[src/rtl/rational_dot_product_accumulator_defines.svh]
// Assertion macros for the rational dot-product accumulator
`ifndef RATIONAL_DOT_PRODUCT_ACCUMULATOR_DEFINES_SVH
`define RATIONAL_DOT_PRODUCT_ACCUMULATOR_DEFINES_SVH

// same-cycle implication
`define RDPA_ASSERT_NOW(label, ante, cons, msg) \
  label: assert property (@(posedge clk) disable iff (!rst_n) (ante) |-> (cons)) \
    else $error(msg);

// next-cycle implication
`define RDPA_ASSERT_NEXT(label, ante, cons, msg) \
  label: assert property (@(posedge clk) disable iff (!rst_n) (ante) |=> (cons)) \
    else $error(msg);

`endif

[src/rtl/rdpa_pkg.sv]
// Shared widths and codes for the rational dot-product accumulator
`timescale 1ns / 1ps
package rdpa_pkg;
  localparam int OPW    = 16;
  localparam int ACCW   = 32;
  localparam int WIDEW  = 64;
  localparam int DATAW  = 64;
  localparam int OUTDW  = 64;

  typedef logic [WIDEW-1:0] wide_t;
  typedef logic [1:0]       err_t;

  localparam err_t ERR_NONE = 2'd0;
  localparam err_t ERR_ZDEN = 2'd1;
  localparam err_t ERR_OVF  = 2'd2;
endpackage

[src/rtl/rdpa_reduce.sv]
// Binary gcd and restoring divider: reduce x/y to lowest terms
`timescale 1ns / 1ps
module rdpa_reduce (
  input  logic           clk,
  input  logic           rst_n,
  input  logic           start,
  input  rdpa_pkg::wide_t x,
  input  rdpa_pkg::wide_t y,
  output logic           done,
  output rdpa_pkg::wide_t qx,
  output rdpa_pkg::wide_t qy
);
  localparam logic [2:0] R_IDLE = 3'd0;
  localparam logic [2:0] R_GCD0 = 3'd1;
  localparam logic [2:0] R_GLP  = 3'd2;
  localparam logic [2:0] R_DIVX = 3'd3;
  localparam logic [2:0] R_DIVY = 3'd4;
  localparam logic [2:0] R_DONE = 3'd5;

  logic [2:0]      state_r;
  rdpa_pkg::wide_t u_r, v_r, x_r, y_r, g_r, rem_r, quo_r, qx_r;
  logic [5:0]      k_r, cnt_r;
  logic [64:0]     rem_sh;
  logic [64:0]     rem_sub;
  logic            fit;

  assign rem_sh  = {rem_r, quo_r[63]};
  assign rem_sub = rem_sh - {1'b0, g_r};
  assign fit     = !rem_sub[64];

  assign done = (state_r == R_DONE);
  assign qx   = qx_r;
  assign qy   = quo_r;

  always_ff @(posedge clk) begin
    if (!rst_n) begin
      state_r <= R_IDLE;
    end else begin
      unique case (state_r)
        R_IDLE: begin
          if (start) begin
            x_r <= x;
            y_r <= y;
            u_r <= x;
            v_r <= y;
            k_r <= '0;
            state_r <= R_GCD0;
          end
        end
        R_GCD0: begin
          if (u_r == '0 || v_r == '0) begin
            g_r   <= ((u_r | v_r) == '0) ? rdpa_pkg::wide_t'(1) : (u_r | v_r);
            rem_r <= '0;
            quo_r <= x_r;
            cnt_r <= '0;
            state_r <= R_DIVX;
          end else if (!u_r[0] && !v_r[0]) begin
            u_r <= u_r >> 1;
            v_r <= v_r >> 1;
            k_r <= k_r + 6'd1;
          end else begin
            state_r <= R_GLP;
          end
        end
        R_GLP: begin
          if (u_r == '0) begin
            g_r   <= v_r << k_r;
            rem_r <= '0;
            quo_r <= x_r;
            cnt_r <= '0;
            state_r <= R_DIVX;
          end else if (!u_r[0]) begin
            u_r <= u_r >> 1;
          end else if (!v_r[0]) begin
            v_r <= v_r >> 1;
          end else if (u_r >= v_r) begin
            u_r <= u_r - v_r;
          end else begin
            v_r <= v_r - u_r;
          end
        end
        R_DIVX, R_DIVY: begin
          rem_r <= fit ? rem_sub[63:0] : rem_sh[63:0];
          quo_r <= {quo_r[62:0], fit};
          cnt_r <= cnt_r + 6'd1;
          if (cnt_r == 6'd63) begin
            if (state_r == R_DIVX) begin
              qx_r  <= {quo_r[62:0], fit};
              rem_r <= '0;
              quo_r <= y_r;
              state_r <= R_DIVY;
            end else begin
              state_r <= R_DONE;
            end
          end
        end
        R_DONE: begin
          state_r <= R_IDLE;
        end
        default: begin
          state_r <= R_IDLE;
        end
      endcase
    end
  end
endmodule
[config.mk]
export PLATFORM = sky130hd
export DESIGN_NAME = rdpa_reduce
export DESIGN_NICKNAME = d
export VERILOG_FILES = /design/src/rtl/rational_dot_product_accumulator_defines.svh /design/src/rtl/rdpa_pkg.sv /design/src/rtl/rdpa_reduce.sv
export SDC_FILE = /design/constraint.sdc
export NUM_CORES = 1
export LEC_CHECK = 0
export ABC_AREA = 1
export BUFFER_PORTS_ARGS = -buffer_cell sky130_fd_sc_hd__buf_2
export CAP_MARGIN = 10
export CORE_MARGIN = 2
export CORE_UTILIZATION = 32
export DETAILED_ROUTE_END_ITERATION = 8
export PLACE_DENSITY_LB_ADDON = 0.3
export SYNTH_ARGS = -nofsm -noshare
export SYNTH_HDL_FRONTEND = slang
export SYNTH_SLANG_ARGS = --single-unit
[constraint.sdc]
create_clock -name clk -period 15.2 [get_ports clk]
set_clock_uncertainty 0.1 [all_clocks]
set_input_delay 1.52 -clock clk [delete_from_list [all_inputs] [get_ports clk]]
set_output_delay 1.52 -clock clk [all_outputs]
set_load 0.1 [all_outputs]
Yosys cells after proc, flatten, opt, wreduce, memory -nomap -nowiden
Cells that the tools add are included.

Flip-flop bits (word level): 527. Word-level logic and storage cells: 108.

Add/subtract/negate cells: 5. Magnitude comparators: 1. Equal/unequal tests: 18. Shifts and indexed selects: 1. Mux-type cells: 45. Bitwise gates (word level): 1. Reduce and logical (&&, ||, !) cells: 24.

Operators with widths (count): $mux 64 (26); $pmux 64 s3 (4); $logic_not 64->1 (3); $pmux 64 s2 (1); $sub 64x64->64 (2); $sub 65x64->65 (1); $ge 64x64->1 (1); $or 64x64->64 (1); $shl 64x6->64 (1); $mux 6 (5); $pmux 6 s3 (1); $ne 2x2->1 const B (8); $reduce_and 4->1 (4); $reduce_and 8->1 (2); $mux 3 (5); $add 6x1->6 const B (2); $ne 3x3->1 const B (4); $pmux 3 s4 (1); $pmux 6 s2 (1); $reduce_and 7->1 (1); $eq 3x2->1 const B (2); $eq 3x3->1 const B (2); $eq 6x6->1 const B (1); $reduce_and 6->1 (1); 11 further kinds (15).

Logic depth before layout (Yosys ltp)
Gate-level depths: netlist of the first run.

Depth after elaboration: 6. Mapped depth: 21. Mapped depth without buffers: 19.

Least setup slack after synthesis of the first run
No wires, ideal clock.

Kind: in2reg. Start point: input start. End point: register x_r[0], enable pin. Library setup time: 0.930 ns. Arrival: 13.640 ns. Required time: 14.170 ns. Path slack: 0.530 ns. Cell stages on the path: 2. Buffers on the path: 0. Cell sequence: inv_1 -> nor4_1.

Word-level cells in the longest chain between the ends: 1.

Ends and longest elaborated chain: from (decl) (RTL line rdpa_reduce.sv:6) `input logic start,`; $reduce_and 3->1 (no line); to (signal assigned) (RTL line rdpa_reduce.sv:42) `x_r <= x;`; to (decl) (RTL line rdpa_reduce.sv:21) `rdpa_pkg::wide_t u_r, v_r, x_r, y_r, g_r, rem_r, quo_r, qx_r;`.

Every way passes these cells. A chain may end at the register's enable or synchronous reset.

Worst setup path in the final report of the first run
Start point: register v_r[0]. End point: register quo_r[4] (netlist: qy[4]), enable pin.

Word-level cells in the longest chain between the ends: 4.

Ends and longest elaborated chain: from (decl) (RTL line rdpa_reduce.sv:21); from (signal assigned) (RTL line rdpa_reduce.sv:45) `v_r <= y;`; from (signal assigned) (RTL line rdpa_reduce.sv:59) `v_r <= v_r >> 1;`; from (signal assigned) (RTL line rdpa_reduce.sv:75) `v_r <= v_r >> 1;`; $logic_not 64->1 (RTL line rdpa_reduce.sv:51) `if (u_r == '0 || v_r == '0) begin`; $logic_or 1x1->1 (RTL line rdpa_reduce.sv:51); $ne 2x2->1 (no line); $reduce_and 4->1 (no line); to (signal assigned) (RTL line rdpa_reduce.sv:54) `quo_r <= x_r;`; to (signal assigned) (RTL line rdpa_reduce.sv:69) `quo_r <= x_r;`; to (signal assigned) (RTL line rdpa_reduce.sv:84) `quo_r <= {quo_r[62:0], fit};`; to (decl) (RTL line rdpa_reduce.sv:21).

Every way passes these cells.

==> summary.md, run 1 <==
| Metric | Value |
|---|---|
| Remaining Overflow, GRT | 0 |
| Syn_area_per_cell | 6.94 um2 |
| H-tree Lvls | 3 |
| CP endpoint kind | flop |
| Crit path launch type | flop |
| Inst Count DP | ~8,100 |
| Mapped Cells | about 6,200 |
| Clock transition at path regs | 0.06 ns |
| Internal power | 4.88 mW |
| Number of enable flip-flop cells after synthesis | ~520 |
| Clock buffer depth | 3 |
| Detailed Route Iter0 Violations | 4,671 |
| Critical path class | flop to flop |
| GRT Max-Usage Layer | met2 |
| Via/cell ratio | between 5 and 6 |
| Initial antenna violation count | 2 |
| Most frequent cells in the layout | nand2_1, inv_1, edfxtp_1 |
| Final weighted congestion in routability-driven placement | 1.03 |
| Switch share | 56.5% |
| Worst Path Max Fanout | 129 |
| Final WL | 197,000 um |
| Final Hold Fails | 0 |
| Die X-Extent | 371 um |
| Final setup TNS | 0 ns |
| Area leader, netlist | edfxtp_1 |
| Routed length per instance | 23.9 um |
| Vias in the first global route | between 40,000 and 50,000 |
| First drt pass iteration count | 8 |
| Die H | 371 um |
| Filler Cell Count | 14,400 |
| Core ar. | 134,000 um2 |
| Transition time of the tightest slew-check pin | 1.22 ns |
| Hold Slack | 0.382 ns |
| Status | complete, no violations |
| Clk sinks | 527 |
| Total of max-cap violations | 0 |
| Met2 Use GR | 45.7% |
| Fraction of layout cells with a size suffix above 1 | 9.01% |
| CTS Hold Bufs | 0 |
| Post-synth top area share | 36.5% |
| Global routing met1 resource utilization | 37.6% |
| CTS Buf Count | 67 |
| P_sw | between 6 and 7 mW |
| Commonest non-fill, non-tap cell in the layout | nand2_1 |
| Combinational share of power | 63.7% |
| Seq pwr share | 21.0% |
| FP Rows | 134 |
| Synth-to-layout area growth | 12.5% |
| Crit path arrival time | about 4.7 ns |
| Fmax | 220 MHz |
| Pleak | between 20 and 25 nW |
| Slew HR | 17.7% |
| Postcts setup bufs | 0 |
| Final Max Tran Viols | 0 |
| Global Route Usage Sum | 28.0% |
| Post-synth cell types | 54 |
| Ys async rst share | 0% |
| Critical Path RT | 15.37 ns |
| Syn nets | 6,608 |
| Synth area leaders | edfxtp_1, nand2_1, inv_1, ha_1, o21ai_0 |
| #FFs+latches synth | 527 |
| Clock network fraction of total power | about 15% |
| # nets final | 6,794 |
| Post-route insts no fill | 8,228 |
| Die Area | about 140,000 um2 |
| RSZ-0062 raised after global routing | no |
| DRC errors left | 0 |
| Vias | 42,900 |
| Worst vdd ir | ~0.000088 V |
| Yosys Warn Count | 0 |
| Final setup vio count | 0 |
| Final period util | between 20% and 30% |
| Sequential area share after synthesis | 36.6% |
| Power per cell area | 231 nW/um2 |
| Largest net degree at the start of global routing | 135 |
| Top FF cell, synth | edfxtp_1 |
| Final HPWL DP | 161,000 um |
| Initial Util | 32.3% |
| Routed Antenna Nets | 0 |
| Worst-Skew Late Latency | 0.69 ns |
| Min-delay worst type | flop to flop |
| Post-cts repair resize count | 0 |
| Number of port buffers | approximately 260 |
| CTS root buf | clkbuf_16 |
| CTS tree | built |
| Final min period | roughly 4.5 ns |
| First-pass GRT wire length | 281,000 um |
| Met3 GRT Util | 3.45% |
| IO Count | 260 |
| Synthesized area | 43,100 um2 |
==> cells in the mapped netlist (18+ instances only) <==
| cell type | n |
|---|---|
| nand2_1 | 2187 |
| inv_1 | 957 |
| edfxtp_1 | 524 |
| nor2_1 | 472 |
| o21ai_0 | 467 |
| nand3_1 | 298 |
| a21oi_1 | 287 |
| ha_1 | 258 |
| clkbuf_1 | 106 |
| nand4_1 | 82 |
| xor2_1 | 69 |
| or2_2 | 48 |
| mux2i_1 | 46 |
| o21bai_1 | 41 |
| buf_2 | 39 |
| o211ai_1 | 32 |
| o21bai_2 | 30 |
| nor3_1 | 28 |
| inv_2 | 22 |
| o21ai_2 | 20 |
| nor4_1 | 19 |
| nor2_2 | 18 |
==> power by group through the flow <==
stage / clock network [mW] / registers (mW) / logic, mW
6_report: 1.71 / 2.36 / 7.14
4_1_cts: 1.75 / 2.35 / 6.98
3_3_place_gp: 0 / 2.37 / 6.97
3_5_place_dp: 0 / 2.38 / 6.95
5_1_grt: 1.79 / 2.39 / 7.66
2_1_floorplan: 0 / 2.61 / 4.12
==> stage by stage <==
step / worst slack (ns) / util, % / instance area (um2) / total power [mW]
6_report: 10.65 / 36.3 / 48500 / 11.2
5_1_grt: 10.51 / 36.3 / 48500 / 11.8
4_1_cts: 10.78 / 36.3 / 48500 / 11.1
3_5_place_dp: 10.82 / 34.6 / 46200 / 9.33
3_3_place_gp: 10.95 / 34.6 / 46200 / 9.34
2_1_floorplan: 0.530 / - / 43100 / 6.73
==> worst paths after layout <==
| kind | from | endpoint | slack [ns] | cells after the start |
|---|---|---|---|---|
| setup / recovery | v_r[0] | qy[4] | 10.65 | 11 |
| hold / removal | qy[41] | qx[42] | 0.38 | 0 |
| setup reg to reg | v_r[0] | qy[4] | 10.65 | 11 |
| hold reg to reg | qy[41] | qx[42] | 0.38 | 0 |
==> worst max-delay path, cell delays in order, from the launching register on <==
cell and delay [ns]:
edfxtp_1 0.55, clkinv_2 0.34, buf_4 0.62, nand2_1 0.18
nor3_1 0.25, nand3_1 0.09, nor2_1 0.11, nand3_1 0.18
nand2_1 0.13, nand2_1 0.23, a31oi_4 0.36, buf_12 0.53
==> cells by family after synthesis <==
family	after synthesis	synth area share [%]
compound gates	953	12.5
xor+xnor	70	1.42
fa+ha+maj	261	7.62
buf+inv	1164	10.5
flops	527	36.6
mux	46	1.07
simple gates	3195	30.2
==> sequential cells by signal (all words and copies together), names as in the netlist <==
register,count
cnt_r,6
g_r,64
y_r,64
u_r,64
rem_r,64
k_r,6
qx,64
state_r,3
v_r,64
x_r,64
qy,64
==> area by class of cell <==
type                       count  area (um2)  area share (%)
timing repair buffer         296        1610            3.32
multi-input combinational   4525       22900            47.1
tap                         1768        2210            4.56
clock inverter                50         608            1.25
antenna                        4        10.0          0.0206
inverter                     985        3700            7.63
clock buffer                  73        1720            3.54
sequential                   527       15800            32.5
==> per-layer routing <==
| metal | wire (um) | vias to the layer above |
|---|---|---|
| li1 | - | 20300 |
| met1 | 85000 | 20600 |
| met2 | 90700 | 1663 |
| met3 | 12700 | 275 |
| met4 | 8540 | 2 |
| met5 | 12 | - |
Note: power is estimated with default switching activity, not from simulation.
==> run 2: changes to the inputs <==
Settings changed: ABC_AREA 1 to 0.
Clock period 15.2 ns to 3.7 ns, I/O delays scaled along.
==> summary.md, run 2 <==
| Metric | Value |
|---|---|
| Final weighted congestion in routability-driven placement | 1.00 (-2.7%) |
| Final setup vio count | 101 (+101) |
| Area of the multi-input gates | 20,700 um2 (-9.5%) |
| Initial antenna violation count | 3 (+1) |
| Crit path launch type | flop |
| Total of max-cap violations | 0 (unchanged) |
| Commonest non-fill, non-tap cell in the layout | buf_4 |
| Worst vdd ir | 0.000502 V (+470%) |
| Failing checks | negative setup slack |
| DRC errors left | 0 (unchanged) |
| Most numerous cell in the Yosys netlist | edfxtp_1 |
| Final min period | 3.80 ns (-0.751 ns) |
| Die H | 346 um (-6.8%) |
| Core ar. | 116,000 um2 (-13%) |
| Clock transition at path regs | 0.06 ns (about the same) |
| Crit-path most repeated cell | a21oi_2 |
| Post-route insts no fill | 6,501 (-21%) |
| CTS Buf Count | 60 (-10%) |
| Clk sinks | 527 (unchanged) |
| Final WL | 153,000 um (-22%) |
| Final Max Tran Viols | 0 (unchanged) |
| CTS tree | built |
| Synthesized area | 37,400 um2 (-13%) |
| Top FF cell, synth | edfxtp_1 |
| Crit path arrival time | 4.23 ns (-0.49 ns) |
| Routed length per instance | 23.5 um (-1.8%) |
| # nets final | 5,319 (-22%) |
| Slowest stage delay, CP | 0.51 ns (-0.11 ns) |
| CTS root buf | clkbuf_16 |
| Die X-Extent | 346 um (-6.8%) |
| Sequential area share after synthesis | 42.2% (+5.6 points) |
| Post-synth cell types | 91 (+69%) |
| RSZ-0062 raised after global routing | yes |
| CP max-delay cell | or4_4 |
| Post-synth top cells | edfxtp_1, nand2_1, o21ai_0, nor2_1, inv_1 |
| Synth-to-layout area growth | 35.9% |
| Reg area | 15,800 um2 (unchanged) |
| #FFs+latches synth | 527 (unchanged) |
| Filler Cell Count | 11,300 (-22%) |
| Fraction of layout cells with a size suffix above 1 | 28.0% (+19 points) |
| Syn_area_per_cell | 9.54 um2 (+38%) |
| H-tree Lvls | 2 (-1) |
| Die Area | 120,000 um2 (-13%) |
| Final Cell Area | 50,900 um2 (+4.8%) |
| Largest net degree at the start of global routing | 61 (-55%) |
| Post-synth top area share | 42.1% (+5.6 points) |
| Worst-Skew Late Latency | 0.70 ns (about the same) |
| Slew HR | 39.7% (+22 points) |
| Power per cell area | 1080 nW/um2 (+370%) |
| Critical Path RT | 4.14 ns (-11.23 ns) |
| Mapped Cells | 3,921 (-37%) |
| Final HPWL DP | 119,000 um (-26%) |
| IO Count | 260 (unchanged) |
| Worst Path Max Fanout | 5 (-96%) |
| Final period util | 103% (+73 points) |
| Min-delay worst type | input pin to flop |
| Via/cell ratio | 5.40 (+3.5%) |
| First drt pass iteration count | 6 (-2) |
| Placed standard-cell area | 45,800 um2 (-0.97%) |
| Cell chain of the critical path | inv_1, ha_2, inv_2, fa_2, a211oi_4, o21ai_2, a21oi_2, a21oi_2, o211ai_1, a2111o_1, a211o_1, mux2i_4, nor2_4, buf_12, or4_4, a21oi_2 |
| Diodes inserted | 0 (-4) |
| Global Route Usage Sum | 24.6% (-3.4 points) |
| Number of enable flip-flop cells after synthesis | 524 (unchanged) |
| Initial Util | 32.2% (-0.040 points) |
| Yosys Warn Count | 0 (unchanged) |
| Crit-path leading delay family | compound AO/OA/AOI/OAI gates |
| FP Rows | 125 (-6.7%) |
| Hold Slack | 0.229 ns (-0.153 ns) |
| Critical path class | flop to flop |
| Synth area leaders | edfxtp_1, ha_1, nand2_1, o21ai_0, a22oi_1 |
| Remaining Overflow, GRT | 0 (unchanged) |
| Syn nets | 4,313 (-35%) |
| First-pass GRT wire length | 225,000 um (-20%) |
| CP endpoint kind | flop |
| Detailed Route Iter0 Violations | 2,883 (-38%) |
| Transition time of the tightest slew-check pin | 0.894 ns (-0.328 ns) |
| Routed Antenna Nets | 0 (unchanged) |
| Worst Slack Setup Final | -0.0952 ns (-10.75 ns) |
| Ys async rst share | 0% (unchanged) |
| Vias in the first global route | 35,200 (-14%) |
| Area leader, netlist | edfxtp_1 |
| Clock buffer depth | 3 (unchanged) |
| Vias | 35,100 (-18%) |
| Pleak | 20.9 nW (-8.0%) |
| Most frequent cells in the layout | buf_4, edfxtp_1, nand2_1 |
| Inst Count DP | 6,207 (-23%) |
| Status | finished, violations left |
| Number of port buffers | 259 (unchanged) |
| CP Buf/Inv Count | 3 (unchanged) |
| Fmax | 263 MHz (+20%) |
| Final Hold Fails | 0 (unchanged) |
## run 2: cell types whose count changed after synthesis, moves of 59 or more
cell,change
nor2_1,-179
xnor2_1,+156
nand3_1,-253
inv_1,-668
o21ai_0,-169
a22oi_1,+176
nor4_1,+59
nand2_1,-1766
## run 2: where the power goes
group	total, mW	internal [mW]	switching (mW)
sequential	9.81	8.98	0.836
combinational	38.7	15.9	22.8
clock	6.22	3.57	2.65
## run 2: cells by family after synthesis
group	after synthesis	share of synthesized area [%]
AOI/OAI and AO/OA	1196	20.5
xor gates and xnor gates	187	4.38
adders and majority gates	261	8.79
buffers and inverters	524	5.46
DFF	527	42.2
muxes	154	5.61
and+or+nand+nor	1072	13.0
## run 2: per-layer routing
layer | vias to the layer above | global-route usage (%) | routed length, um
met2 | 1122 | 42.1 | 73400
met5 | - | 0 | 0
met4 | 0 | 7.89 | 5520
met3 | 243 | 2.93 | 7990
met1 | 17300 | 32.4 | 65900
li1 | 16500 | - | -
## run 2: cell type report
| cell class | count | share of cell area [%] |
|---|---|---|
| Clock buffer | 74 | 3.06 |
| Clock inverter | 38 | 0.893 |
| Inverter | 302 | 2.24 |
| Multi-Input combinational cell | 2870 | 40.7 |
| Sequential cell | 527 | 31.1 |
| Tap cell | 1524 | 3.75 |
| Timing Repair Buffer | 1166 | 18.3 |
## run 2: stage by stage
step	worst slack, ns	setup TNS, ns	power, mW	utilization, %
6_report	-0.0952	-3.77	54.8	43.8
3_5_place_dp	-0.220	-13.30	45.2	39.4
5_1_grt	-0.228	-15.43	57.6	43.8
3_3_place_gp	-0.206	-10.02	45.2	39.4
2_1_floorplan	-1.66	-274.45	29.6	-
4_1_cts	-0.135	-3.06	53.1	43.1
## run 2: worst paths after layout
kind	start	cells after the start	slack, ns	end
worst max-delay path	qy[63]	16	-0.1	rem_r[51]
worst min-delay path	start	2	0.23	x_r[63]
worst max register to register	qy[63]	16	-0.1	rem_r[51]
worst min register to register	qy[52]	0	0.35	qx[53]
## run 2: timing repair
action / 4_1_cts / 5_1_grt
hold buffers: 129 / 0
buffers inserted: 23 / 20
hold endpoints to repair: 256 / 0
setup endpoints to repair: 264 / 293
cloned: 10 / 5
gates resized for setup: 103 / 151
pin swaps: 37 / 62
